## config.mk

```make
export PLATFORM = sky130hd
export DESIGN_NAME = n21rs_ctrl
export DESIGN_NICKNAME = d
export VERILOG_FILES = /design/src/hdl/n21rs_pkg.sv /design/src/hdl/n21rs_ctrl.sv
export SDC_FILE = /design/constraint.sdc
export NUM_CORES = 1
export LEC_CHECK = 0
export BUFFER_PORTS_ARGS = -buffer_cell sky130_fd_sc_hd__buf_2
export CELL_PAD_IN_SITES_DETAIL_PLACEMENT = 1
export CELL_PAD_IN_SITES_GLOBAL_PLACEMENT = 1
export CORE_UTILIZATION = 29
export DETAILED_ROUTE_END_ITERATION = 8
export GPL_TIMING_DRIVEN = 0
export PLACE_DENSITY_LB_ADDON = 0.2
export SETUP_SLACK_MARGIN = 0.15
export SYNTH_ARGS = -nofsm -noshare
export SYNTH_HDL_FRONTEND = slang
export SYNTH_SLANG_ARGS = --single-unit
```

## constraint.sdc

```tcl
create_clock -name clk -period 1.86 [get_ports clk]
set_input_delay 0.093 -clock clk [delete_from_list [all_inputs] [get_ports clk]]
set_output_delay 0.093 -clock clk [all_outputs]
set_load 0.01 [all_outputs]
```

## src/hdl/n21rs_pkg.sv

```systemverilog
// shared constants, widths, codes and controller/datapath interface types
package n21rs_pkg;

    localparam int MAX_SRC_WIDTH  = 640;
    localparam int MAX_SRC_HEIGHT = 480;
    localparam int MAX_DST_WIDTH  = 640;
    localparam int MAX_DST_HEIGHT = 480;

    localparam int SW_W  = $clog2(MAX_SRC_WIDTH + 1);
    localparam int SH_W  = $clog2(MAX_SRC_HEIGHT + 1);
    localparam int DW_W  = $clog2(MAX_DST_WIDTH + 1);
    localparam int DH_W  = $clog2(MAX_DST_HEIGHT + 1);
    localparam int COL_W = DW_W;
    localparam int ROW_W = DH_W;

    localparam int STORE_DEPTH = MAX_SRC_WIDTH * MAX_SRC_HEIGHT
                                 + (MAX_SRC_WIDTH * MAX_SRC_HEIGHT) / 2;
    localparam int ADDR_W = $clog2(STORE_DEPTH);
    localparam int POS_W  = $clog2(STORE_DEPTH + 1);
    localparam int AREA_W = SW_W + SH_W;

    localparam int DIV_N_W = (COL_W + SW_W > ROW_W + SH_W) ? COL_W + SW_W : ROW_W + SH_W;
    localparam int DIV_D_W = (DW_W > DH_W) ? DW_W : DH_W;

    localparam int CFG_SW_W   = 10;
    localparam int CFG_SH_W   = 9;
    localparam int CFG_DW_W   = 10;
    localparam int CFG_DH_W   = 9;
    localparam int MEAN_W     = 16;
    localparam int CFG_IDX_W  = 3;
    localparam int CFG_DATA_W = 16;

    localparam logic [CFG_IDX_W-1:0] REG_SRC_WIDTH  = 3'd0;
    localparam logic [CFG_IDX_W-1:0] REG_SRC_HEIGHT = 3'd1;
    localparam logic [CFG_IDX_W-1:0] REG_DST_WIDTH  = 3'd2;
    localparam logic [CFG_IDX_W-1:0] REG_DST_HEIGHT = 3'd3;
    localparam logic [CFG_IDX_W-1:0] REG_MEAN_RED   = 3'd4;
    localparam logic [CFG_IDX_W-1:0] REG_MEAN_GREEN = 3'd5;
    localparam logic [CFG_IDX_W-1:0] REG_MEAN_BLUE  = 3'd6;

    localparam int BYTE_W  = 8;
    localparam int PIX_W   = 19;
    localparam int CH_W    = 17;
    localparam int TDATA_W = ((PIX_W + 3 * CH_W + 7) / 8) * 8;

    localparam int ACC_W   = 27;
    localparam int COEF_RV = 89831;
    localparam int COEF_GU = 45744;
    localparam int COEF_GV = 46080;
    localparam int COEF_BU = 113538;

    localparam int RD_SEL_W = 2;
    localparam logic [RD_SEL_W-1:0] RD_SEL_Y = 2'd0;
    localparam logic [RD_SEL_W-1:0] RD_SEL_V = 2'd1;
    localparam logic [RD_SEL_W-1:0] RD_SEL_U = 2'd2;

    typedef struct packed {
        logic                capture;
        logic                load_write;
        logic                wrap;
        logic                divx_start;
        logic                divy_start;
        logic                cap_sx;
        logic                cap_sy;
        logic                addr_calc;
        logic [RD_SEL_W-1:0] rd_sel;
        logic                cap_y;
        logic                cap_v;
        logic                prod;
        logic                conv;
        logic                emit;
        logic                emit_zero;
    } n21rs_cmd_t;

    typedef struct packed {
        logic action;
        logic incomplete;
        logic last;
        logic div_done;
    } n21rs_sts_t;

endpackage

```

## src/hdl/n21rs_ctrl.sv

```systemverilog
// controller state machine sequencing loads and pixel conversions
module n21rs_ctrl
(
    input  logic                   clk,
    input  logic                   rst_n,
    input  logic                   s_tvalid,
    output logic                   s_tready,
    output logic                   m_tvalid,
    input  logic                   m_tready,
    input  n21rs_pkg::n21rs_sts_t  sts,
    output n21rs_pkg::n21rs_cmd_t  cmd
);

    localparam int ST_W = 4;
    localparam logic [ST_W-1:0] ST_IDLE     = 4'd0;
    localparam logic [ST_W-1:0] ST_CHECK    = 4'd1;
    localparam logic [ST_W-1:0] ST_DIVX     = 4'd2;
    localparam logic [ST_W-1:0] ST_DIVY     = 4'd3;
    localparam logic [ST_W-1:0] ST_ADDR     = 4'd4;
    localparam logic [ST_W-1:0] ST_RD_Y     = 4'd5;
    localparam logic [ST_W-1:0] ST_RD_V     = 4'd6;
    localparam logic [ST_W-1:0] ST_RD_U     = 4'd7;
    localparam logic [ST_W-1:0] ST_PROD     = 4'd8;
    localparam logic [ST_W-1:0] ST_CONV     = 4'd9;
    localparam logic [ST_W-1:0] ST_EMIT     = 4'd10;
    localparam logic [ST_W-1:0] ST_EMIT_INC = 4'd11;

    logic [ST_W-1:0] state_reg, state_next;
    logic            m_tvalid_reg, m_tvalid_next;
    logic            slot_free;

    assign slot_free = !m_tvalid_reg || m_tready;

    always_comb
    begin
        cmd           = '0;
        cmd.rd_sel    = n21rs_pkg::RD_SEL_Y;
        state_next    = state_reg;
        m_tvalid_next = m_tvalid_reg && !m_tready;
        case (state_reg)
            ST_IDLE:
            begin
                if (s_tvalid)
                begin
                    cmd.capture = 1'b1;
                    state_next  = ST_CHECK;
                end
            end
            ST_CHECK:
            begin
                if (!sts.action)
                begin
                    cmd.load_write = sts.incomplete;
                    state_next     = ST_IDLE;
                end
                else if (sts.incomplete)
                begin
                    state_next = ST_EMIT_INC;
                end
                else
                begin
                    cmd.wrap       = 1'b1;
                    cmd.divx_start = 1'b1;
                    state_next     = ST_DIVX;
                end
            end
            ST_DIVX:
            begin
                if (sts.div_done)
                begin
                    cmd.cap_sx     = 1'b1;
                    cmd.divy_start = 1'b1;
                    state_next     = ST_DIVY;
                end
            end
            ST_DIVY:
            begin
                if (sts.div_done)
                begin
                    cmd.cap_sy = 1'b1;
                    state_next = ST_ADDR;
                end
            end
            ST_ADDR:
            begin
                cmd.addr_calc = 1'b1;
                state_next    = ST_RD_Y;
            end
            ST_RD_Y:
            begin
                cmd.rd_sel = n21rs_pkg::RD_SEL_Y;
                state_next = ST_RD_V;
            end
            ST_RD_V:
            begin
                cmd.rd_sel = n21rs_pkg::RD_SEL_V;
                cmd.cap_y  = 1'b1;
                state_next = ST_RD_U;
            end
            ST_RD_U:
            begin
                cmd.rd_sel = n21rs_pkg::RD_SEL_U;
                cmd.cap_v  = 1'b1;
                state_next = ST_PROD;
            end
            ST_PROD:
            begin
                cmd.prod   = 1'b1;
                state_next = ST_CONV;
            end
            ST_CONV:
            begin
                cmd.conv   = 1'b1;
                state_next = ST_EMIT;
            end
            ST_EMIT:
            begin
                if (slot_free)
                begin
                    cmd.emit      = 1'b1;
                    m_tvalid_next = 1'b1;
                    state_next    = ST_IDLE;
                end
            end
            ST_EMIT_INC:
            begin
                if (slot_free)
                begin
                    cmd.emit_zero = 1'b1;
                    m_tvalid_next = 1'b1;
                    state_next    = ST_IDLE;
                end
            end
            default:
            begin
                state_next = ST_IDLE;
            end
        endcase
    end

    always_ff @(posedge clk or negedge rst_n)
    begin
        if (!rst_n)
        begin
            state_reg    <= ST_IDLE;
            m_tvalid_reg <= 1'b0;
        end
        else
        begin
            state_reg    <= state_next;
            m_tvalid_reg <= m_tvalid_next;
        end
    end

    assign s_tready = (state_reg == ST_IDLE);
    assign m_tvalid = m_tvalid_reg;

endmodule

```

==> summary.txt <==
Status
  – Status: finished clean

CTS
  – Clock transition at path regs: 0.04 ns
  – CTS tree: built
  – CTS buffer count: 3
  – Max clock buf depth: 2
  – Post-CTS Setup Repair Bufs: 0
  – Clock Root Buffer: clkbuf_4
  – Clock latency on the worst-skew pair: roughly 0.24 ns
  – Clk sinks: 5
  – H-Tree Depth: 1

Drt
  – Post-DRT Antenna Nets: 0
  – Total number of vias: 492
  – DR iter-0 viols: 3
  – Routed wire per std cell: 12.1 um
  – Total wire length: about 1200 um
  – DRC violations left: 0
  – Via density: 4.92
  – TritonRoute pass-1 iters: 3

Cells and area
  – Area grow syn2layout: 43.9%
  – Share of layout cells above drive strength 1: 0.435
  – Multi-input logic area: approximately 260 sq um
  – Most common cell after layout, fill and taps aside: buf_2
  – ANT cells: 0
  – Max reg flops: 4
  – Final Cell Area: 623 sq um
  – Nets: 94
  – Register area: around 130 sq um
  – Commonest non-fill, non-tap cells in the layout: buf_2, nor2_1, nand2_1, dfrtp_1
  – Post-route non-filler standard cell count: 100
  – Number of fill cells: 178

Yosys
  – Ys Warns: 0
  – Syn avg cell area: 7.73 sq um
  – Synth cell types: 23
  – Mapped cell area: between 400 and 500 sq um
  – Cells after synthesis: 56
  – Register area share after synthesis: 0.289
  – #FFs+latches synth: 5
  – Syn Nets: between 60 and 70

Flow run
  – Max cap viols: 0

Floorplan
  – I/O Pins: 26
  – DIE WIDTH: 40.6 um
  – Std-Cell Rows: 13
  – Initial Utilization: 0.321
  – Die footprint: approximately 0.0017 sq mm
  – Die H: 40.6 um
  – Core area: 0.00135 sq mm

Pwr
  – Pleak: 0.337 nW
  – PD cells: around 1500 mW/mm^2
  – Part of the power in the clock network: 0.134
  – Combinational power share: 0.669
  – Sequential Power Share: 0.198
  – Total power: 909 uW
  – Switching power: 411 uW
  – Cell internal pwr: 499 uW
  – Sw Ratio: 0.451
  – Worst vdd ir: about 0.58 mV

Global route
  – GRT Resource Usage Total: 0.172
  – Grt peak-use layer: met2
  – Met3 Use GR: 0.0326
  – Initial antenna violation count: 0
  – Pin count of the biggest net entering global routing: 11
  – GRT Residual Overflow: 0
  – Met2 GRT Util: 0.254
  – Global-route wire length before repair: 1800 um
  – Vias in the first global route: between 400 and 500
  – Met1 Track Usage GR: 0.219

Critical path
  – Crit path cell chain: buf_2, nor2b_4, nand2_1, nor3b_2, buf_4, buf_2
  – Startpoint types: flip-flop
  – Largest delay contributor family on the critical path: simple AND/OR/NAND/NOR gates
  – Crit-path slowest cell: dfrtp_1
  – CP bufs+invs: 3
  – WP depth: 6
  – Cell mode on critical path: buf_2
  – R2r worst-path depth: 5
  – Critical Path RT: between 1.5 and 2 ns
  – WP data arrival: ~1.5 ns
  – Endpoint class of the critical path: primary output
  – Delay of the slowest critical-path stage: 0.37 ns
  – Worst Path Class, Setup: flip-flop to primary output
  – Max FO, Critical Path: 10

Placed design
  – RD Place Congestion: ~0.74
  – Cell Area, Placed: about 570 sq um
  – Port bufs: 24
  – Post-Place Cells: 95
  – Detailed placer's ending HPWL: ~940 um

Timing
  – Setup violations, final: 0
  – Fmax: 632 MHz
  – Worst-Margin Slew: about 0.37 ns
  – Final cycle utilization of the critical path: 0.850
  – Final hold vios: 0
  – Fin crit period: between 1.5 and 2 ns
  – Clock Skews: 0.00444 ns
  – Slew margin rel.: 0.755
  – Fin Setup TNS: 0 ns
  – WHS: 0.198 ns
  – RSZ-0062 raised after global routing: false
  – Final max-slew violation count: 0

Worst hold path
  – HP Class: input port to asynchronous set/reset pin
==> power by group through the flow <==
stage	clock network [mW]	registers, mW	logic [mW]
after floorplan	0	0.184	0.408
final	0.121	0.180	0.608
after detailed placement	0	0.182	0.576
after CTS	0.128	0.180	0.587
after global placement	0	0.180	0.571
after global routing	0.137	0.185	0.675
==> Yosys cell counts (all sizes together) <==
master / count / area, sq um
a2111o: 1 / 11.3
buf: 7 / 55.1
o32a: 1 / 10.0
nor4: 1 / 12.5
a21oi: 2 / 10.0
o22ai: 1 / 6.26
a32oi: 1 / 8.76
dfrtp: 5 / 125
nand2b: 4 / 25.0
and2: 2 / 12.5
nand2: 8 / 30.0
o21ai: 1 / 5.00
nor2: 9 / 33.8
nor2b: 3 / 18.8
a31oi: 1 / 6.26
nor3b: 4 / 30.0
nor3: 1 / 5.00
inv: 1 / 3.75
o31a: 1 / 8.76
nand3b: 1 / 7.51
a21o: 1 / 7.51
==> cells by family (layout without fill, tap and decap cells) <==
kind of cell | after synthesis | in the layout | share of synthesized area
buf+inv | 8 | 37 | 0.136
simple gates | 33 | 33 | 0.405
compound gates | 10 | 10 | 0.171
flops | 5 | 5 | 0.289
==> repair_timing <==
| item | in CTS | in global routing |
|---|---|---|
| endpoints found under the setup margin | 1 | 2 |
| hold endpoints to repair | 5 | 0 |
| hold buffers | 1 | 0 |
| resized for setup | 1 | 3 |
==> metal layers <==
layer | share of wire | routed length (um)
met1 | 0.47 | 572
met2 | 0.49 | 589
met3 | 0.027 | 32
met4 | 0.0099 | 12
met5 | 0 | 0
==> worst reg2reg max path, delay by kind of cell (launching register included) <==
family	cells	cell delay, ns
and+or+nand+nor	2	0.54
AOI/OAI and AO/OA	2	0.21
buffers and inverters	1	0.14
DFF	1	0.36
==> worst paths after layout <==
kind	from	end	slack [ns]
max in group asynchronous	rst_n	m_tvalid$_DFF_PN0_	1.53
worst min register to register	state_reg[3]$_DFFE_PN0P_	state_reg[2]$_DFFE_PN0P_	0.56
worst min-delay path	rst_n	state_reg[1]$_DFFE_PN0P_	0.20
worst max register to register	state_reg[3]$_DFFE_PN0P_	state_reg[0]$_DFFE_PN0P_	0.47
min in group clk	m_tready	m_tvalid$_DFF_PN0_	0.21
worst max-delay path	state_reg[1]$_DFFE_PN0P_	cmd[13]	0.28
==> through the flow <==
stage | util | worst slack, ns
after detailed placement | 0.424 | 0.367
final | 0.462 | 0.279
after global routing | 0.462 | 0.156
after floorplan | - | 0.387
after global placement | 0.424 | 0.394
after CTS | 0.452 | 0.173
==> final cells by class <==
type	count	share of cell area
multi-input cells	43	0.420
repair buffers	25	0.209
flip-flops and latches	5	0.201
plain buffers	7	0.0924
clock buffers	4	0.0422
well taps	15	0.0301
inverters	1	0.00602
No activity file was read; power rests on OpenSTA's default activity.
